===== config.mk =====
export PLATFORM = sky130hd
export DESIGN_NAME = oapm_ctrl
export DESIGN_NICKNAME = d
export VERILOG_FILES = /design/src/hw/rtl/oapm_pkg.sv /design/src/hw/rtl/oapm_ctrl.sv
export SDC_FILE = /design/constraint.sdc
export NUM_CORES = 1
export LEC_CHECK = 0
export BUFFER_PORTS_ARGS = -buffer_cell sky130_fd_sc_hd__buf_2
export CAP_MARGIN = 20
export CELL_PAD_IN_SITES_DETAIL_PLACEMENT = 0
export CELL_PAD_IN_SITES_GLOBAL_PLACEMENT = 2
export CORE_MARGIN = 2
export CORE_UTILIZATION = 22
export DETAILED_ROUTE_END_ITERATION = 10
export PLACE_DENSITY_LB_ADDON = 0.1
export SETUP_SLACK_MARGIN = 0.5
export SYNTH_ARGS = -nofsm -noshare
export SYNTH_HDL_FRONTEND = slang
export SYNTH_SLANG_ARGS = --single-unit

===== constraint.sdc =====
create_clock -name clk_i -period 1.6 [get_ports clk_i]
set_input_delay 0.32 -clock clk_i [delete_from_list [all_inputs] [get_ports clk_i]]
set_output_delay 0.32 -clock clk_i [all_outputs]
set_load 0.01 [all_outputs]

===== src/hw/rtl/oapm_pkg.sv =====
`default_nettype none
package oapm_pkg;

  // Width of the load-order index carried with every stored anchor.
  localparam int unsigned ORIG_W = 7;
  // Width of the normal components and of the distance tolerance.
  localparam int unsigned NORM_W = 16;
  localparam int unsigned MDIST_W = 23;
  localparam int unsigned EPS2_W = 2 * MDIST_W;
  // Squared distance width, and the value used for far-apart candidates.
  localparam int unsigned DIST_W = 63;
  localparam logic [DIST_W-1:0] DIST_CAP = 63'h4000_0000_0000_0000;
  // Opposed normals: dot product in Q2.28 must be below -0.9.
  localparam logic signed [33:0] DOT_NEG_LIMIT = -34'sd241591904;
  // Register address of match_distance.
  localparam logic [1:0] ADDR_MATCH_DIST = 2'd0;
  localparam logic [MDIST_W-1:0] MDIST_RESET = 23'd256;

  typedef enum logic [3:0] {
    ST_LOAD,
    ST_JREAD,
    ST_JWAIT,
    ST_SCAN,
    ST_DRAIN,
    ST_DECIDE,
    ST_SWAP_RA,
    ST_SWAP_RB,
    ST_SWAP_WA,
    ST_SWAP_WB,
    ST_FINISH
  } state_e;

  typedef enum logic [1:0] {
    RD_J,
    RD_I,
    RD_BEST,
    RD_LAST
  } rd_sel_e;

  typedef enum logic [1:0] {
    WR_NONE,
    WR_LOAD,
    WR_A,
    WR_B
  } wr_sel_e;

  typedef struct packed {
    logic    in_ready;
    rd_sel_e rd_sel;
    wr_sel_e wr_sel;
    logic    scan_issue;
    logic    j_latch;
    logic    j_inc;
    logic    swap_latch;
    logic    live_dec;
    logic    take_pair;
    logic    finish;
  } cmd_t;

  typedef struct packed {
    logic in_last_acc;
    logic j_end;
    logic i_end;
    logic pipe_busy;
    logic hit;
    logic out_full;
  } status_t;

endpackage
`default_nettype wire


===== src/hw/rtl/oapm_ctrl.sv =====
`default_nettype none
module oapm_ctrl (
  input  wire              clk_i,
  input  wire              rst_ni,
  input  oapm_pkg::status_t sts_i,
  output oapm_pkg::cmd_t    cmd_o
);

  oapm_pkg::state_e state_q, state_d;

  // State register.
  always_ff @(posedge clk_i or negedge rst_ni) begin
    if (!rst_ni) begin
      state_q <= oapm_pkg::ST_LOAD;
    end else begin
      state_q <= state_d;
    end
  end

  // Next state.
  always_comb begin
    state_d = state_q;
    unique case (state_q)
      oapm_pkg::ST_LOAD: begin
        if (sts_i.in_last_acc) state_d = oapm_pkg::ST_JREAD;
      end
      oapm_pkg::ST_JREAD: begin
        state_d = sts_i.j_end ? oapm_pkg::ST_FINISH : oapm_pkg::ST_JWAIT;
      end
      oapm_pkg::ST_JWAIT: state_d = oapm_pkg::ST_SCAN;
      oapm_pkg::ST_SCAN: begin
        if (sts_i.i_end) state_d = oapm_pkg::ST_DRAIN;
      end
      oapm_pkg::ST_DRAIN: begin
        if (!sts_i.pipe_busy) state_d = oapm_pkg::ST_DECIDE;
      end
      oapm_pkg::ST_DECIDE: begin
        if (!sts_i.hit) begin
          state_d = oapm_pkg::ST_JREAD;
        end else if (!sts_i.out_full) begin
          state_d = oapm_pkg::ST_SWAP_RA;
        end
      end
      oapm_pkg::ST_SWAP_RA: state_d = oapm_pkg::ST_SWAP_RB;
      oapm_pkg::ST_SWAP_RB: state_d = oapm_pkg::ST_SWAP_WA;
      oapm_pkg::ST_SWAP_WA: state_d = oapm_pkg::ST_SWAP_WB;
      oapm_pkg::ST_SWAP_WB: state_d = oapm_pkg::ST_JREAD;
      oapm_pkg::ST_FINISH: begin
        if (!sts_i.out_full) state_d = oapm_pkg::ST_LOAD;
      end
      default: state_d = oapm_pkg::ST_LOAD;
    endcase
  end

  // Commands to the datapath.
  always_comb begin
    cmd_o = '0;
    cmd_o.rd_sel = oapm_pkg::RD_J;
    cmd_o.wr_sel = oapm_pkg::WR_NONE;
    unique case (state_q)
      oapm_pkg::ST_LOAD: begin
        cmd_o.in_ready = 1'b1;
        cmd_o.wr_sel = oapm_pkg::WR_LOAD;
      end
      oapm_pkg::ST_JREAD: cmd_o.rd_sel = oapm_pkg::RD_J;
      oapm_pkg::ST_JWAIT: cmd_o.j_latch = 1'b1;
      oapm_pkg::ST_SCAN: begin
        cmd_o.rd_sel = oapm_pkg::RD_I;
        cmd_o.scan_issue = 1'b1;
      end
      oapm_pkg::ST_DRAIN: cmd_o.rd_sel = oapm_pkg::RD_I;
      oapm_pkg::ST_DECIDE: begin
        cmd_o.j_inc = !sts_i.hit;
        cmd_o.take_pair = sts_i.hit && !sts_i.out_full;
      end
      oapm_pkg::ST_SWAP_RA: cmd_o.rd_sel = oapm_pkg::RD_BEST;
      oapm_pkg::ST_SWAP_RB: begin
        cmd_o.rd_sel = oapm_pkg::RD_LAST;
        cmd_o.swap_latch = 1'b1;
      end
      oapm_pkg::ST_SWAP_WA: cmd_o.wr_sel = oapm_pkg::WR_A;
      oapm_pkg::ST_SWAP_WB: begin
        cmd_o.wr_sel = oapm_pkg::WR_B;
        cmd_o.live_dec = 1'b1;
        cmd_o.j_inc = 1'b1;
      end
      oapm_pkg::ST_FINISH: cmd_o.finish = !sts_i.out_full;
      default: cmd_o.in_ready = 1'b0;
    endcase
  end

endmodule
`default_nettype wire


==> metrics.txt <==
share of layout cells above drive strength 1 66.3%; Max VDD drop 0.948 mV; hold_ws 427 ps; grt total ovfl 0; root buf cell clkbuf_4; die height 47.3 µm; Mean Syn Cell Area 7.48 µm²; Synth Warn # 0; total number of vias 540; Reg with most FFs state_q; worst path required time 1710 ps; Max Slew Vio Count 0; clock sinks 4; Row Count 15; first-pass GRT wire length 2100 µm; WS Path Type reg2reg; Area Growth Syn to Fin 105%; Pleak 0.405 nW; Yosys top cell area share 24.3%; Post-Place Cell Area 613 µm²; Initial Util 23.6%; die area 2230 µm²; RSZ-0062 raised after global routing yes; Seq cells post-synth 4; final period utilization 99.9%; Final Non-Filler Cells 120; clk_lat worst skew 230 ps; number of remaining DRC errors 0; kind of end point of the critical path flip-flop; Worst-Margin Slew 351 ps; Post-synth ARST share 100%; DRT Pass-1 Iters 3; reg2reg end state_q[2]$_DFFE_PN0P_; Max-Cap Viols 0; Crit path arrival time 1710 ps; Die Width 47.3 µm; setup ws final 2.19 ps; Worst-path clk slew 40 ps; H-tree depth 1; f_max 626 MHz; initial drt markers 4; CTS tree yes; cts bufs inserted 3; synth unique cells 27; Largest register FFs 4; startpoint types flip-flop; headroom to the max-slew limit 76.4%; Top Registers state_q: 4 flops; min Tclk post-route 1600 ps; Syn Inst Count 55; ant diodes 0; Power, Total 1.69 mW; gpl congestion 0.759; deepest clock path buffer count 2; Layout Nets 105; status completed; gr usage total 13.8%; core area 1750 µm²; Synth area leader dfrtp_1; Worst R2R Start state_q[0]$_DFFE_PN0P_; Post-synth EDFFs 0; Setup Viol. Count Final 0; reg-to-reg slack, setup 2 ps; Detail Route Antenna Nets 0; largest net degree at the start of global routing 9; Hold Crit Class in2async; main flop type after synthesis dfrtp_1; Final HPWL DP 970 µm; power per cell area 2000 nW/µm²; Clock Skew 1.41 ps; Placed Cells 103; crit path max fanout 4; input/output buffers 19; sequential fraction of the synthesis area 24.3%; I/O pins 20; initial antenna violation count 0; routed len/inst 12.1 µm; Via density 4.50; vias in the first global route 471; synthesized cell area 412 µm²; most area-consuming cells after synthesis dfrtp_1, nand2b_1, nor3_1; Routed WL 1450 µm; cell area after layout 846 µm²; final hold violations 0; R2R cell count 5; dpl ws 97.0 ps; Post-Syn Nets 63
[worst max path at each step]
stage,start,end,slack [ps]
floorplan,state_q[0]$_DFFE_PN0P_,state_q[0]$_DFFE_PN0P_,200
global placement,state_q[3]$_DFFE_PN0P_,state_q[0]$_DFFE_PN0P_,110
detailed placement,state_q[2]$_DFFE_PN0P_,state_q[2]$_DFFE_PN0P_,100
CTS,state_q[0]$_DFFE_PN0P_,cmd_o[0],30
global route,state_q[0]$_DFFE_PN0P_,state_q[0]$_DFFE_PN0P_,-50
finish,state_q[0]$_DFFE_PN0P_,state_q[2]$_DFFE_PN0P_,2
[area by class of cell]
type                       instances  area [µm²]
multi-input combinational         46         395
clock buffer                       3        22.5
inverter                           1        3.75
timing repair buffer              41         289
fill                             204         900
sequential                         4         104
tap                               25        31.3
[layout by cell type, fill, tap and decap left out, drive strengths merged]
| cell type | Yosys | final |
|---|---|---|
| a21boi | 1 | 1 |
| a21o | 1 | 1 |
| a21oi | 5 | 5 |
| a221oi | 1 | 1 |
| a311oi | 1 | 1 |
| and2 | 1 | 1 |
| buf | 2 | 40 |
| clkbuf | 2 | 3 |
| dfrtp | 4 | 4 |
| dlygate4sd3 | 0 | 1 |
| inv | 1 | 1 |
| mux2 | 2 | 2 |
| nand2 | 3 | 3 |
| nand2b | 7 | 7 |
| nand3b | 1 | 1 |
| nor2 | 5 | 5 |
| nor2b | 2 | 2 |
| nor3 | 7 | 7 |
| nor3b | 1 | 1 |
| nor4 | 1 | 1 |
| o21ai | 1 | 1 |
| o22ai | 1 | 1 |
| o32ai | 1 | 1 |
| or2 | 1 | 1 |
| or2b | 1 | 1 |
| or3b | 1 | 1 |
| xor2 | 1 | 1 |
[layer usage]
layer	track usage, %	part of all wire (%)
met5	0	0
met2	21.4	52
met4	6.67	0
met3	2.31	3.2
met1	18.6	45
[power breakdown]
group,switching (mW),total [mW],internal [mW]
Clock,0.0383,0.122,0.0837
Sequential,0.0737,0.230,0.156
Combinational,0.595,1.34,0.745
[cells in the mapped netlist, types with 2 or more instances]
master,n
a21oi_1,4
buf_2,2
clkbuf_1,2
dfrtp_1,4
mux2_1,2
nand2_1,3
nand2b_1,7
nor2_1,5
nor2b_1,2
nor3_1,7
[kinds of logic (layout without fill, tap and decap cells)]
group / count (synthesis) / after routing / share of synthesized area, %
mux: 2 / 2 / 5.47
flops: 4 / 4 / 24.3
xor+xnor: 1 / 1 / 2.13
simple gates: 31 / 31 / 41.6
compound gates: 12 / 12 / 21.3
buf+inv: 5 / 45 / 5.17
[critical path: stages (launching register included)]
cell	delay, ps
dfrtp_2	430
or2b_1	230
buf_6	120
nor3_4	30
a221oi_4	330
mux2_4	340
[stage by stage]
| step | util (%) | TNS, ps |
|---|---|---|
| floorplan | - | 0 |
| global placement | 35.1 | 0 |
| detailed placement | 35.1 | 0 |
| CTS | 43.9 | 0 |
| global route | 48.5 | -246 |
| finish | 48.5 | 0 |
[timing repair]
item | 4_1_cts | 5_1_grt
endpoints found under the setup margin | 16 | 16
setup buffers | 10 | 3
gates resized for setup | 12 | 12
pin swaps | 4 | 6
hold endpoints to repair | 4 | 0
hold buffers | 1 | 0
(Power assumes the default switching activity.)
